## src/rtl/core/dre_pkg.sv

```systemverilog
package dre_pkg;

  localparam int unsigned MaxHaps   = 4096;
  localparam int unsigned CntW      = 13;
  localparam int unsigned DosW      = 16;
  localparam int unsigned SqDosW    = 31;
  localparam int unsigned SumW      = 28;
  localparam int unsigned SqSumW    = 43;
  localparam int unsigned MulW      = 28;
  localparam int unsigned AluW      = 2 * MulW;
  localparam int unsigned QLoW      = 22;
  localparam int unsigned QHiW      = SqSumW - QLoW;
  localparam int unsigned NHiW      = CntW + QHiW;
  localparam int unsigned FracW     = 15;
  localparam int unsigned StepW     = 4;
  localparam int unsigned PDivSteps = 16;
  localparam int unsigned RDivSteps = 15;

  localparam logic [DosW-1:0] OneQ15  = 16'd32768;
  localparam logic [DosW-1:0] HalfQ15 = 16'd16384;

  typedef enum logic {
    REG_THR = 1'b0,
    REG_MAF = 1'b1
  } reg_idx_e;

  typedef enum logic [1:0] {
    ALU_MUL,
    ALU_ADD,
    ALU_SUB
  } alu_op_e;

  typedef enum logic [3:0] {
    ST_IDLE,
    ST_PDIV,
    ST_FMS,
    ST_SQ,
    ST_NLO,
    ST_NHI,
    ST_NADD,
    ST_NSUB,
    ST_DEN,
    ST_CMP,
    ST_RDIV,
    ST_FIN
  } seq_state_e;

  typedef struct packed {
    logic [DosW-1:0] dosage;
    logic            last;
  } in_item_t;

  typedef struct packed {
    logic [DosW-1:0]  allele_freq;
    logic [DosW-1:0]  r2_value;
    logic [FracW-1:0] minor_freq;
    logic             minor_freq_valid;
    logic [CntW-1:0]  hap_count;
    logic             count_overflow;
  } out_item_t;

  typedef struct packed {
    logic [CntW-1:0]   count;
    logic [SumW-1:0]   sum;
    logic [SqSumW-1:0] sq_sum;
    logic              overflow;
  } acc_stat_t;

  typedef struct packed {
    alu_op_e         op;
    logic [AluW-1:0] opa;
    logic [AluW-1:0] opb;
  } alu_req_t;

  typedef struct packed {
    logic [AluW-1:0] res;
    logic            ge;
  } alu_rsp_t;

endpackage

```

## src/rtl/core/dre_accum.sv

```systemverilog
module dre_accum (
  input  logic              clk_i,
  input  logic              rst_ni,
  input  logic              item_valid_i,
  input  dre_pkg::in_item_t item_i,
  output dre_pkg::acc_stat_t stat_o,
  output logic              done_o
);
  import dre_pkg::*;

  logic [DosW-1:0]   dose_c;
  logic [SqDosW-1:0] sq_c;

  logic              s1_valid_q, s1_last_q;
  logic [DosW-1:0]   s1_dose_q;
  logic [SqDosW-1:0] s1_sq_q;

  logic [CntW-1:0]   count_q;
  logic [SumW-1:0]   sum_q;
  logic [SqSumW-1:0] sq_sum_q;
  logic              ovf_q;
  logic              done_q;

  // Saturate dosages above one.
  assign dose_c = (item_i.dosage > OneQ15) ? OneQ15 : item_i.dosage;
  assign sq_c   = SqDosW'(dose_c * dose_c);

  always_ff @(posedge clk_i or negedge rst_ni) begin
    if (!rst_ni) begin
      s1_valid_q <= 1'b0;
      s1_last_q  <= 1'b0;
    end else begin
      s1_valid_q <= item_valid_i;
      s1_last_q  <= item_valid_i & item_i.last;
    end
  end

  always_ff @(posedge clk_i) begin
    if (item_valid_i) begin
      s1_dose_q <= dose_c;
      s1_sq_q   <= sq_c;
    end
  end

  // Clear on the cycle the sequencer captures the totals.
  always_ff @(posedge clk_i or negedge rst_ni) begin
    if (!rst_ni) begin
      count_q  <= '0;
      sum_q    <= '0;
      sq_sum_q <= '0;
      ovf_q    <= 1'b0;
      done_q   <= 1'b0;
    end else begin
      done_q <= s1_valid_q & s1_last_q;
      if (done_q) begin
        count_q  <= '0;
        sum_q    <= '0;
        sq_sum_q <= '0;
        ovf_q    <= 1'b0;
      end else if (s1_valid_q) begin
        if (count_q < CntW'(MaxHaps)) begin
          count_q  <= count_q + 1'b1;
          sum_q    <= sum_q + SumW'(s1_dose_q);
          sq_sum_q <= sq_sum_q + SqSumW'(s1_sq_q);
        end else begin
          ovf_q <= 1'b1;
        end
      end
    end
  end

  assign stat_o = '{count: count_q, sum: sum_q, sq_sum: sq_sum_q, overflow: ovf_q};
  assign done_o = done_q;

endmodule

```

## src/rtl/core/dre_alu.sv

```systemverilog
module dre_alu (
  input  dre_pkg::alu_req_t req_i,
  output dre_pkg::alu_rsp_t rsp_o
);
  import dre_pkg::*;

  logic [AluW-1:0] prod;
  logic [AluW-1:0] res;

  assign prod = AluW'(req_i.opa[MulW-1:0] * req_i.opb[MulW-1:0]);

  always_comb begin
    unique case (req_i.op)
      ALU_MUL: res = prod;
      ALU_ADD: res = req_i.opa + req_i.opb;
      ALU_SUB: res = req_i.opa - req_i.opb;
      default: res = '0;
    endcase
  end

  assign rsp_o = '{res: res, ge: (req_i.opa >= req_i.opb)};

endmodule

```

## src/rtl/core/dre_seq.sv

```systemverilog
module dre_seq (
  input  logic               clk_i,
  input  logic               rst_ni,
  input  logic               start_i,
  input  dre_pkg::acc_stat_t stat_i,
  input  logic [15:0]        thr_i,
  input  logic               maf_en_i,
  output dre_pkg::alu_req_t  alu_req_o,
  input  dre_pkg::alu_rsp_t  alu_rsp_i,
  output logic               done_o,
  output logic               out_valid_o,
  output dre_pkg::out_item_t out_data_o,
  input  logic               out_stall_i
);
  import dre_pkg::*;

  seq_state_e state_q, state_d;

  logic [CntW-1:0]   n_q;
  logic [SumW-1:0]   s_q;
  logic [SqSumW-1:0] qs_q;
  logic              ovf_q;
  logic [AluW-1:0]   rem_q, dvs_q, num_q, aux_q;
  logic [NHiW-1:0]   hi_q;
  logic [MulW-1:0]   gap_q;
  logic [DosW-1:0]   p_q, r2_q;
  logic [StepW-1:0]  step_q;

  logic              out_valid_q;
  out_item_t         out_q;

  logic              pass;
  logic              out_free;
  logic              load_out;
  logic              poly;
  logic [FracW-1:0]  maf;

  assign pass     = (r2_q >= thr_i);
  assign out_free = !out_valid_q || !out_stall_i;
  // Polymorphic only when 0 < sum < n*one.
  assign poly     = (s_q != '0) && alu_rsp_i.ge && (alu_rsp_i.res != '0);
  assign maf      = (p_q <= HalfQ15) ? p_q[FracW-1:0] : FracW'(OneQ15 - p_q);

  always_comb begin
    state_d = state_q;
    unique case (state_q)
      ST_IDLE: if (start_i) state_d = ST_PDIV;
      ST_PDIV: if (step_q == StepW'(PDivSteps - 1)) state_d = ST_FMS;
      ST_FMS:  state_d = poly ? ST_SQ : ST_FIN;
      ST_SQ:   state_d = ST_NLO;
      ST_NLO:  state_d = ST_NHI;
      ST_NHI:  state_d = ST_NADD;
      ST_NADD: state_d = ST_NSUB;
      ST_NSUB: state_d = ST_DEN;
      ST_DEN:  state_d = ST_CMP;
      ST_CMP:  state_d = alu_rsp_i.ge ? ST_FIN : ST_RDIV;
      ST_RDIV: if (step_q == StepW'(RDivSteps - 1)) state_d = ST_FIN;
      ST_FIN:  if (!pass || out_free) state_d = ST_IDLE;
      default: state_d = ST_IDLE;
    endcase
  end

  always_comb begin
    alu_req_o = '{op: ALU_MUL, opa: '0, opb: '0};
    done_o    = 1'b0;
    load_out  = 1'b0;
    unique case (state_q)
      ST_PDIV: alu_req_o = '{op: ALU_SUB, opa: rem_q, opb: dvs_q};
      ST_FMS:  alu_req_o = '{op: ALU_SUB, opa: AluW'({n_q, 15'd0}), opb: AluW'(s_q)};
      ST_SQ:   alu_req_o = '{op: ALU_MUL, opa: AluW'(s_q), opb: AluW'(s_q)};
      ST_NLO:  alu_req_o = '{op: ALU_MUL, opa: AluW'(n_q), opb: AluW'(qs_q[QLoW-1:0])};
      ST_NHI:  alu_req_o = '{op: ALU_MUL, opa: AluW'(n_q),
                             opb: AluW'(qs_q[SqSumW-1:QLoW])};
      ST_NADD: alu_req_o = '{op: ALU_ADD, opa: num_q, opb: AluW'({hi_q, {QLoW{1'b0}}})};
      ST_NSUB: alu_req_o = '{op: ALU_SUB, opa: num_q, opb: aux_q};
      ST_DEN:  alu_req_o = '{op: ALU_MUL, opa: AluW'(s_q), opb: AluW'(gap_q)};
      ST_CMP:  alu_req_o = '{op: ALU_SUB, opa: num_q, opb: dvs_q};
      ST_RDIV: alu_req_o = '{op: ALU_SUB, opa: {rem_q[AluW-2:0], 1'b0}, opb: dvs_q};
      ST_FIN: begin
        done_o   = !pass || out_free;
        load_out = pass && out_free;
      end
      default: ;
    endcase
  end

  always_ff @(posedge clk_i or negedge rst_ni) begin
    if (!rst_ni) begin
      state_q <= ST_IDLE;
    end else begin
      state_q <= state_d;
    end
  end

  // Datapath registers of the shared unit.
  always_ff @(posedge clk_i) begin
    unique case (state_q)
      ST_IDLE: begin
        if (start_i) begin
          n_q    <= stat_i.count;
          s_q    <= stat_i.sum;
          qs_q   <= stat_i.sq_sum;
          ovf_q  <= stat_i.overflow;
          rem_q  <= AluW'(stat_i.sum);
          dvs_q  <= AluW'({stat_i.count, 15'd0});
          p_q    <= '0;
          step_q <= '0;
        end
      end
      ST_PDIV: begin
        if (alu_rsp_i.ge) rem_q <= alu_rsp_i.res;
        p_q    <= {p_q[DosW-2:0], alu_rsp_i.ge};
        dvs_q  <= dvs_q >> 1;
        step_q <= step_q + 1'b1;
      end
      ST_FMS: begin
        gap_q <= alu_rsp_i.res[MulW-1:0];
        r2_q  <= '0;
      end
      ST_SQ:   aux_q <= alu_rsp_i.res;
      ST_NLO:  num_q <= alu_rsp_i.res;
      ST_NHI:  hi_q  <= alu_rsp_i.res[NHiW-1:0];
      ST_NADD: num_q <= alu_rsp_i.res;
      ST_NSUB: num_q <= alu_rsp_i.ge ? alu_rsp_i.res : '0;
      ST_DEN:  dvs_q <= alu_rsp_i.res;
      ST_CMP: begin
        if (alu_rsp_i.ge) r2_q <= OneQ15;
        rem_q  <= num_q;
        step_q <= '0;
      end
      ST_RDIV: begin
        rem_q  <= alu_rsp_i.ge ? alu_rsp_i.res : {rem_q[AluW-2:0], 1'b0};
        r2_q   <= {r2_q[DosW-2:0], alu_rsp_i.ge};
        step_q <= step_q + 1'b1;
      end
      default: ;
    endcase
  end

  always_ff @(posedge clk_i or negedge rst_ni) begin
    if (!rst_ni) begin
      out_valid_q <= 1'b0;
    end else if (load_out) begin
      out_valid_q <= 1'b1;
    end else if (!out_stall_i) begin
      out_valid_q <= 1'b0;
    end
  end

  always_ff @(posedge clk_i) begin
    if (load_out) begin
      out_q <= '{allele_freq: p_q, r2_value: r2_q, minor_freq: maf,
                 minor_freq_valid: maf_en_i, hap_count: n_q, count_overflow: ovf_q};
    end
  end

  assign out_valid_o = out_valid_q;
  assign out_data_o  = out_q;

endmodule

```

## src/rtl/core/dosage_r2_estimator.sv

```systemverilog
// Dosage r2 estimator.
// Input channel (in_valid_i / in_stall_o / in_data_i): one haplotype dosage per
// transaction, Q1.15, with last set on the final haplotype of a variant.
// Dosages that are not last are taken one per cycle and accumulate through a
// two-stage square-and-add pipeline.
// Once a last transaction is taken, in_stall_o stays high while one shared
// multiply/add/subtract unit works out the variant: 16 restoring steps for
// the mean, then 8 steps of products and compares, then 15 steps for the r2
// ratio. When r2 saturates at one the ratio steps are skipped, and a
// monomorphic variant goes straight to the final step; the input reopens
// once the sequencer leaves its final step.
// Output channel (out_valid_o / out_stall_i / out_data_o): one transaction per
// variant whose r2 reaches r2_threshold; other variants are dropped silently.
// The result waits in an output register while out_stall_i is high, and the
// sequencer holds in its final step until that register is free.
// APB port: r2_threshold at 0x0, report_maf at 0x4; write only while idle.
// Reset clears the accumulators, the registers and any pending result.
module dosage_r2_estimator (
  input  logic               clk_i,
  input  logic               rst_ni,
  input  logic               in_valid_i,
  input  dre_pkg::in_item_t  in_data_i,
  output logic               in_stall_o,
  output logic               out_valid_o,
  output dre_pkg::out_item_t out_data_o,
  input  logic               out_stall_i,
  input  logic               psel,
  input  logic               penable,
  input  logic               pwrite,
  input  logic [2:0]         paddr,
  input  logic [31:0]        pwdata,
  output logic [31:0]        prdata,
  output logic               pready
);
  import dre_pkg::*;

  logic       in_accept;
  logic       busy_q;
  logic [15:0] thr_q;
  logic       maf_en_q;
  logic       cfg_write;

  acc_stat_t  stat;
  logic       acc_done;
  alu_req_t   alu_req;
  alu_rsp_t   alu_rsp;
  logic       seq_done;

  assign in_accept  = in_valid_i && !busy_q;
  assign in_stall_o = busy_q;

  // Hold off new dosages from the last transaction until the variant is done.
  always_ff @(posedge clk_i or negedge rst_ni) begin
    if (!rst_ni) begin
      busy_q <= 1'b0;
    end else if (in_accept && in_data_i.last) begin
      busy_q <= 1'b1;
    end else if (seq_done) begin
      busy_q <= 1'b0;
    end
  end

  // Configuration registers; word select only, unknown offsets alias.
  assign pready    = 1'b1;
  assign cfg_write = psel && penable && pwrite && pready;

  always_ff @(posedge clk_i or negedge rst_ni) begin
    if (!rst_ni) begin
      thr_q    <= '0;
      maf_en_q <= 1'b0;
    end else if (cfg_write) begin
      unique case (paddr[2])
        REG_THR: thr_q    <= pwdata[15:0];
        REG_MAF: maf_en_q <= pwdata[0];
        default: ;
      endcase
    end
  end

  always_comb begin
    unique case (paddr[2])
      REG_THR: prdata = {16'd0, thr_q};
      REG_MAF: prdata = {31'd0, maf_en_q};
      default: prdata = '0;
    endcase
  end

  dre_accum u_accum (
    .clk_i        (clk_i),
    .rst_ni       (rst_ni),
    .item_valid_i (in_accept),
    .item_i       (in_data_i),
    .stat_o       (stat),
    .done_o       (acc_done)
  );

  dre_alu u_alu (
    .req_i (alu_req),
    .rsp_o (alu_rsp)
  );

  dre_seq u_seq (
    .clk_i       (clk_i),
    .rst_ni      (rst_ni),
    .start_i     (acc_done),
    .stat_i      (stat),
    .thr_i       (thr_q),
    .maf_en_i    (maf_en_q),
    .alu_req_o   (alu_req),
    .alu_rsp_i   (alu_rsp),
    .done_o      (seq_done),
    .out_valid_o (out_valid_o),
    .out_data_o  (out_data_o),
    .out_stall_i (out_stall_i)
  );

endmodule

```

## config.mk

```make
export PLATFORM = sky130hd
export DESIGN_NAME = dosage_r2_estimator
export DESIGN_NICKNAME = d
export VERILOG_FILES = /design/src/rtl/core/dre_pkg.sv /design/src/rtl/core/dre_accum.sv /design/src/rtl/core/dre_alu.sv /design/src/rtl/core/dre_seq.sv /design/src/rtl/core/dosage_r2_estimator.sv
export SDC_FILE = /design/constraint.sdc
export NUM_CORES = 2
export LEC_CHECK = 0
export ABC_CLOCK_PERIOD_IN_PS = 25100
export BUFFER_PORTS_ARGS = -buffer_cell sky130_fd_sc_hd__buf_4
export CAP_MARGIN = 20
export CELL_PAD_IN_SITES_DETAIL_PLACEMENT = 0
export CELL_PAD_IN_SITES_GLOBAL_PLACEMENT = 1
export CORE_MARGIN = 2
export CORE_UTILIZATION = 56
export CTS_BUF_LIST = sky130_fd_sc_hd__clkbuf_4
export DETAILED_ROUTE_END_ITERATION = 10
export GPL_TIMING_DRIVEN = 0
export PLACE_DENSITY = 0.88
export SYNTH_ARGS = -nofsm -noshare
export SYNTH_HDL_FRONTEND = slang
export SYNTH_SLANG_ARGS = --single-unit
```

## constraint.sdc

```tcl
create_clock -name clk_i -period 25.1 [get_ports clk_i]
set_input_delay 1.255 -clock clk_i [delete_from_list [all_inputs] [get_ports clk_i]]
set_output_delay 1.255 -clock clk_i [all_outputs]
set_load 0.02 [all_outputs]
```

## Yosys cells after proc, flatten, opt, wreduce, memory -nomap -nowiden

Cells that the tools add are included.

- Register bits: 627
- Latch bits: 0
- RAM bits: 0
- Bits in read-only memories: 0
- Input bits: 59
- Word-level logic and storage cells: 156
- Memories: 0

- $add $sub $neg: 7
- Multipliers: 2
- Div/mod/pow operators: 0
- $lt $le $gt $ge: 5
- Equality and inequality tests: 23
- Shift-type cells: 0
- Muxes and demuxes: 44
- Bitwise logic cells: 3
- Reduce and logical (&&, ||, !) cells: 39

Operator list:

| kind | count |
|---|---|
| case mux 114 bit (10 select lines) | 1 |
| case mux 56 bit (3 select lines) | 2 |
| two-way mux 56 bit | 5 |
| case mux 56 bit (4 select lines) | 1 |
| two-way mux 43 bit | 3 |
| case mux 56 bit (2 select lines) | 1 |
| two-way mux 28 bit | 3 |
| case mux 32 bit (2 select lines) | 1 |
| adder 56 bit | 1 |
| greater-or-equal comparator 56 bit | 1 |
| multiplier 28 x 28 -> 56 bit | 1 |
| nonzero test 56 bit | 1 |
| subtractor 56 bit | 1 |
| two-way mux 16 bit | 3 |
| case mux 16 bit (3 select lines) | 1 |
| case mux 4 bit (12 select lines) | 1 |
| adder 43 x 31 -> 43 bit | 1 |
| two-way mux 13 bit | 3 |
| case mux 16 bit (2 select lines) | 1 |
| multiplier 16 x 16 -> 31 bit | 1 |
| adder 28 x 16 -> 28 bit | 1 |
| nonzero test 28 bit | 1 |
| equality test 4 bit, second input constant | 6 |
| two-way mux 4 bit | 6 |
| 31 further kinds | 76 |

## Logic depth before layout (Yosys ltp)

- Depth in word-level cells: 8
- Mapped depth: 41

## Cells and area by module

A second synthesis with hierarchy kept.

- Cells, all modules: 7,058
- Area total of the unflattened synthesis: 68,154.1 µm²

By module, submodules not included:

| module | times used | cells each | area an instance (µm²) | sequential area each (µm²) |
|---|---|---|---|---|
| dre_alu | 1 | 4,081 | 32,682.6 | 0.0 |
| dre_seq | 1 | 1,438 | 20,176.9 | 14,178.6 |
| dre_accum | 1 | 1,462 | 14,305.0 | 3,553.4 |
| dosage_r2_estimator | 1 | 77 | 989.7 | 450.4 |

## Worst setup path before layout

No wires, ideal clock.

- Path type: reg2reg
- Start point: register u_seq.state_q[0]
- End point: register u_seq.rem_q[54] (data pin)
- Arrival time: 13.129 ns
- Data required time: 24.823 ns
- Path slack: 11.694 ns
- Cell stages (with the launch flop): 37
- Path buffers: 5
- Period minus slack after synthesis: 13.406 ns
- Cell sequence: dfrtp_1 > buf_2 > clkbuf_1 > nand2_1 > nor3_1 > or2_2 > clkbuf_1 > buf_1 > a221oi_1 > inv_1 > clkbuf_1 > nand2_1 > fa_1 > inv_1 > fa_1 > inv_1 > fa_1 > fa_1 > inv_1 > fa_1 > fa_1 > inv_1 > fa_1 > inv_1 > ha_1 > a21o_1 > a21oi_1 > nor2_1 > o41ai_1 > a2bb2oi_1 > o21ai_1 > a221o_1 > nand4_1 > a21oi_1 > xor2_1 > a221oi_1 > o21ai_0

- Cells in the longest elaborated chain, start to end: 6

RTL lines:

| element | RTL line | RTL |
|---|---|---|
| start, declared | dre_seq.sv:17 | `seq_state_e state_q, state_d;` |
| start signal, assigned | dre_seq.sv:91 | `state_q <= state_d;` |
| equality test 4 bit, or another cell as far along | dre_seq.sv:67, dre_seq.sv:97 |  |
| case mux 114 bit (10 select lines) | dre_seq.sv:67 | `unique case (state_q)` |
| multiplier 28 x 28 -> 56 bit, or another cell as far along | dre_alu.sv:10 | `assign prod = AluW'(req_i.opa[MulW-1:0] * req_i.opb[MulW-1:0]);` |
| case mux 56 bit (3 select lines) | dre_alu.sv:13 | `unique case (req_i.op)` |
| two-way mux 56 bit (on tied branches) | dre_seq.sv:132, dre_seq.sv:111 |  |
| case mux 56 bit (4 select lines) (*) | dre_seq.sv:97 | `unique case (state_q)` |
| end signal, assigned | dre_seq.sv:104 | `rem_q <= AluW'(stat_i.sum);` |
| end signal, assigned | dre_seq.sv:128 | `rem_q <= num_q;` |
| end signal, assigned | dre_seq.sv:132 | `rem_q <= alu_rsp_i.ge ? alu_rsp_i.res : {rem_q[AluW-2:0], 1'b0};` |
| end, declared | dre_seq.sv:23 | `logic [AluW-1:0] rem_q, dvs_q, num_q, aux_q;` |

Every way passes the cells marked *; elsewhere a longest branch is shown, timed or not. The select of a mux whose other input is x is not followed.
A chain may end at the register's enable or synchronous reset.

==> flow_summary.toml <==
[run_status]
status = "finished with violations"
violations = "design-rule violations"

[clocking]
holdBufCountCts = 0
tritoncts = "yes"
clk_pin_slew_ns = 0.07
clock-root-buffer = "clkbuf_4"
ctsHtreeMaxLevel = 4
cts_made_buffers = 157
cts_sinks = 624
clock_path_buffers = 3
worstSkewPairLatency_ns = 1.04
cts_setup_buffers = 0
cts_resized = 0

[drt]
viasPerCell = 6.293
route.antenna.remaining_nets = 0
drt-pass1-iter-count = 11
wl_mm = 274.7
drc_errors = 1
vias = 60160
drt-wirelength-per-cell_microns = 28.74
drtIter0Drc = 8309

[synth]
ys_ff_latch = 624
synthArstFlopShare = 0.1779
synth_xor_area_frac = 0.02329
synth_top_family_by_area = "adder cells"
synth_compound_area_frac = 0.1361
ys_seq_area_frac = 0.2642
synth_edf_count = 513
netlist_area_sq_um = 68830
synthSimpleGateAreaFrac = 0.1423
synth.distinct_cells = 120
synthAdderAreaFrac = 0.3318
muxShareOfSynthArea = 0.007035
ys_warn_count = 0
synth_ff_type = "edfxtp_1"
synth_cells = 7421
syn_area_per_cell_sq_um = 9.275

[finish]
fin_nets = 9175
fillers = 10660
register_area_sq_um = 18180
final_common_cell = "inv_1"
area_delta_synth_final_pct = 9.060
layout-drive-gt1-share = 0.07993
multi_input_area_sq_um = 44440
final_cell_mix = "1,307 x inv_1, 865 x nand2_1, 841 x fa_1"
stdcell_count = 9559

[floorplan]
coreArea_sq_um = 121900
fp.dieW_microns = 354.6
start_util = 0.5648
fp.dieH_microns = 354.6
die_area_sq_um = 125700
num_io_pins = 156
fp-row-count = 128

[placement]
dp.cells = 9250
gp_congestion = 1.087
port_buffers = 118
place_hpwl_mm = 224.0
dp_slack_ns = 10.01

[setup_path]
arrival_ns = 16.87
critical_path_class = "reg2reg"
critical_path.endpoint_type = "flip-flop"
path_common_cell = "fa_1"
critPathRequiredTime_ns = 26.01
worst-path-buf-inv = 12
cpPeakStageDelay_ns = 0.88
cp_top_family = "buffers and inverters"
slowest_stage = "clkbuf_1"
critPathMaxFanout = 10
critPathLaunchType = "flip-flop"

[sta]
setup_tns_ns = 0
fmax_ghz = 0.06268
skew_ns = 0.08533
grt_setup_unrepaired = "false"
finalSetupViolCount = 0
post-route-period-util = 0.6356
hold_violations = 0
drv_slew = 0
tightest_slew_ns = 1.498
maxSlewHeadroom = 0.001293
postLayoutSetupSlackWorst_ns = 9.145
min_period_ns = 15.95

[grt]
grtUsageTotal = 0.4361
grt_overflow = 0
first_global_vias = 60320
grt_pass1_wl_mm = 397.9
grt_max_degree = 71
antenna_found_initial = 14

[job]
maxCapViolCount = 0

[min_path]
worstHoldPathType = "in2async"
-- sequential cells by signal (all words and copies together), names as in the netlist, 4 cells and up --
| signal | cells |
|---|---|
| u_seq.hi_q | 34 |
| u_seq.s_q | 28 |
| u_seq.step_q | 4 |
| u_seq.state_q | 4 |
| u_seq.p_q | 16 |
| u_seq.r2_q | 16 |
| u_seq.out_data_o | 61 |
| u_seq.gap_q | 28 |
| u_accum.count_q | 13 |
| u_seq.n_q | 13 |
| u_accum.sum_q | 28 |
| u_seq.num_q | 56 |
| u_seq.dvs_q | 56 |
| u_seq.qs_q | 43 |
| u_accum.sq_sum_q | 43 |
| thr_q | 16 |
| u_seq.rem_q | 56 |
| u_accum.s1_dose_q | 15 |
| u_seq.aux_q | 56 |
| u_accum.s1_sq_q | 30 |
-- layer usage --
| layer | track usage | wire length [microns] | up-vias |
|---|---|---|---|
| met4 | 0.2672 | 20280 | 20 |
| li1 | - | - | 25430 |
| met5 | 0.01019 | 420 | - |
| met3 | 0.1868 | 41150 | 927 |
| met1 | 0.5458 | 99310 | 29590 |
| met2 | 0.6231 | 113600 | 4189 |
-- area by class of cell --
type,count,share of cell area
multi-input combinational,5126,0.5920
sequential,624,0.2422
inverter,1323,0.06619
tap,1625,0.02708
clock buffer,249,0.02490
timing repair buffer,178,0.02238
buffer,385,0.02112
clock inverter,34,0.003584
antenna,15,0.0005000
-- worst register-to-register path: cells and delay by family, from the launching register on --
kind / cells / cell delay, ns
compound gates: 4 / 1.16
simple gates: 12 / 4.26
flops: 1 / 0.36
fa+ha+maj: 8 / 4.28
mux: 1 / 0.45
buf+inv: 12 / 5.34
-- synth_stat cells (all sizes together) (12+ instances only) --
cell / n / area share
a221o: 20 / 0.0029
and4: 17 / 0.0022
a221oi: 51 / 0.0069
nor2b: 59 / 0.0054
o22ai: 13 / 0.0013
a22o: 28 / 0.0036
o31ai: 34 / 0.0038
xnor2: 122 / 0.016
a22oi: 104 / 0.011
clkbuf: 301 / 0.016
nor3: 80 / 0.0059
and2: 95 / 0.0087
o221ai: 30 / 0.0039
o21ai: 268 / 0.020
mux2i: 27 / 0.0039
inv: 1310 / 0.071
nand2: 866 / 0.047
a211oi: 36 / 0.0042
a21oi: 301 / 0.022
nor2: 724 / 0.040
nand4: 64 / 0.0058
mux2: 19 / 0.0031
nor4: 36 / 0.0035
a222oi: 73 / 0.011
and3: 58 / 0.0053
nand2b: 32 / 0.0029
o21a: 28 / 0.0031
buf: 84 / 0.0066
a21boi: 12 / 0.0014
o21bai: 55 / 0.0060
xor2: 61 / 0.0078
or2: 16 / 0.0015
clkinv: 13 / 0.00071
a31oi: 23 / 0.0022
a21o: 88 / 0.0096
ha: 480 / 0.087
o211ai: 29 / 0.0032
dfrtp: 111 / 0.040
edfxtp: 513 / 0.22
or3: 39 / 0.0035
fa: 841 / 0.24
a2111oi: 17 / 0.0032
nand3: 88 / 0.0064
-- metrics by stage --
step	utilization	area (sq um)	hold WS, ns
after global routing	0.6157	75040	0.2437
after global placement	0.5899	71890	0.4058
after floorplan	-	68970	0.4003
after detailed placement	0.5970	72760	0.4075
after CTS	0.6146	74900	0.1776
final	0.6159	75070	0.2381
-- path summary, 6_finish.rpt --
path	to	cells past startpoint	from	slack (ns)
min	u_accum.sq_sum_q[30]	1	rst_ni	0.24
min reg2reg	u_seq.out_data_o[0]	0	u_seq.ovf_q	0.39
min in group clk_i	u_seq.out_data_o[0]	0	u_seq.ovf_q	0.39
max in group asynchronous	u_accum.sum_q[20]	2	rst_ni	24.18
max reg2reg	u_seq.state_q[3]	37	u_seq.state_q[0]	9.15
max	u_seq.state_q[3]	37	u_seq.state_q[0]	9.15
-- kinds of logic after synthesis --
logic type / Yosys count
AOI/OAI and AO/OA: 1330
xor gates and xnor gates: 183
adders and majority gates: 1321
buffers and inverters: 1708
DFF: 624
muxes: 46
other: 2
and+or+nand+nor: 2207
Power is left out: the tool's default activity adds up to more than one toggle a clock period on the data nets, which glitch-free logic cannot reach.
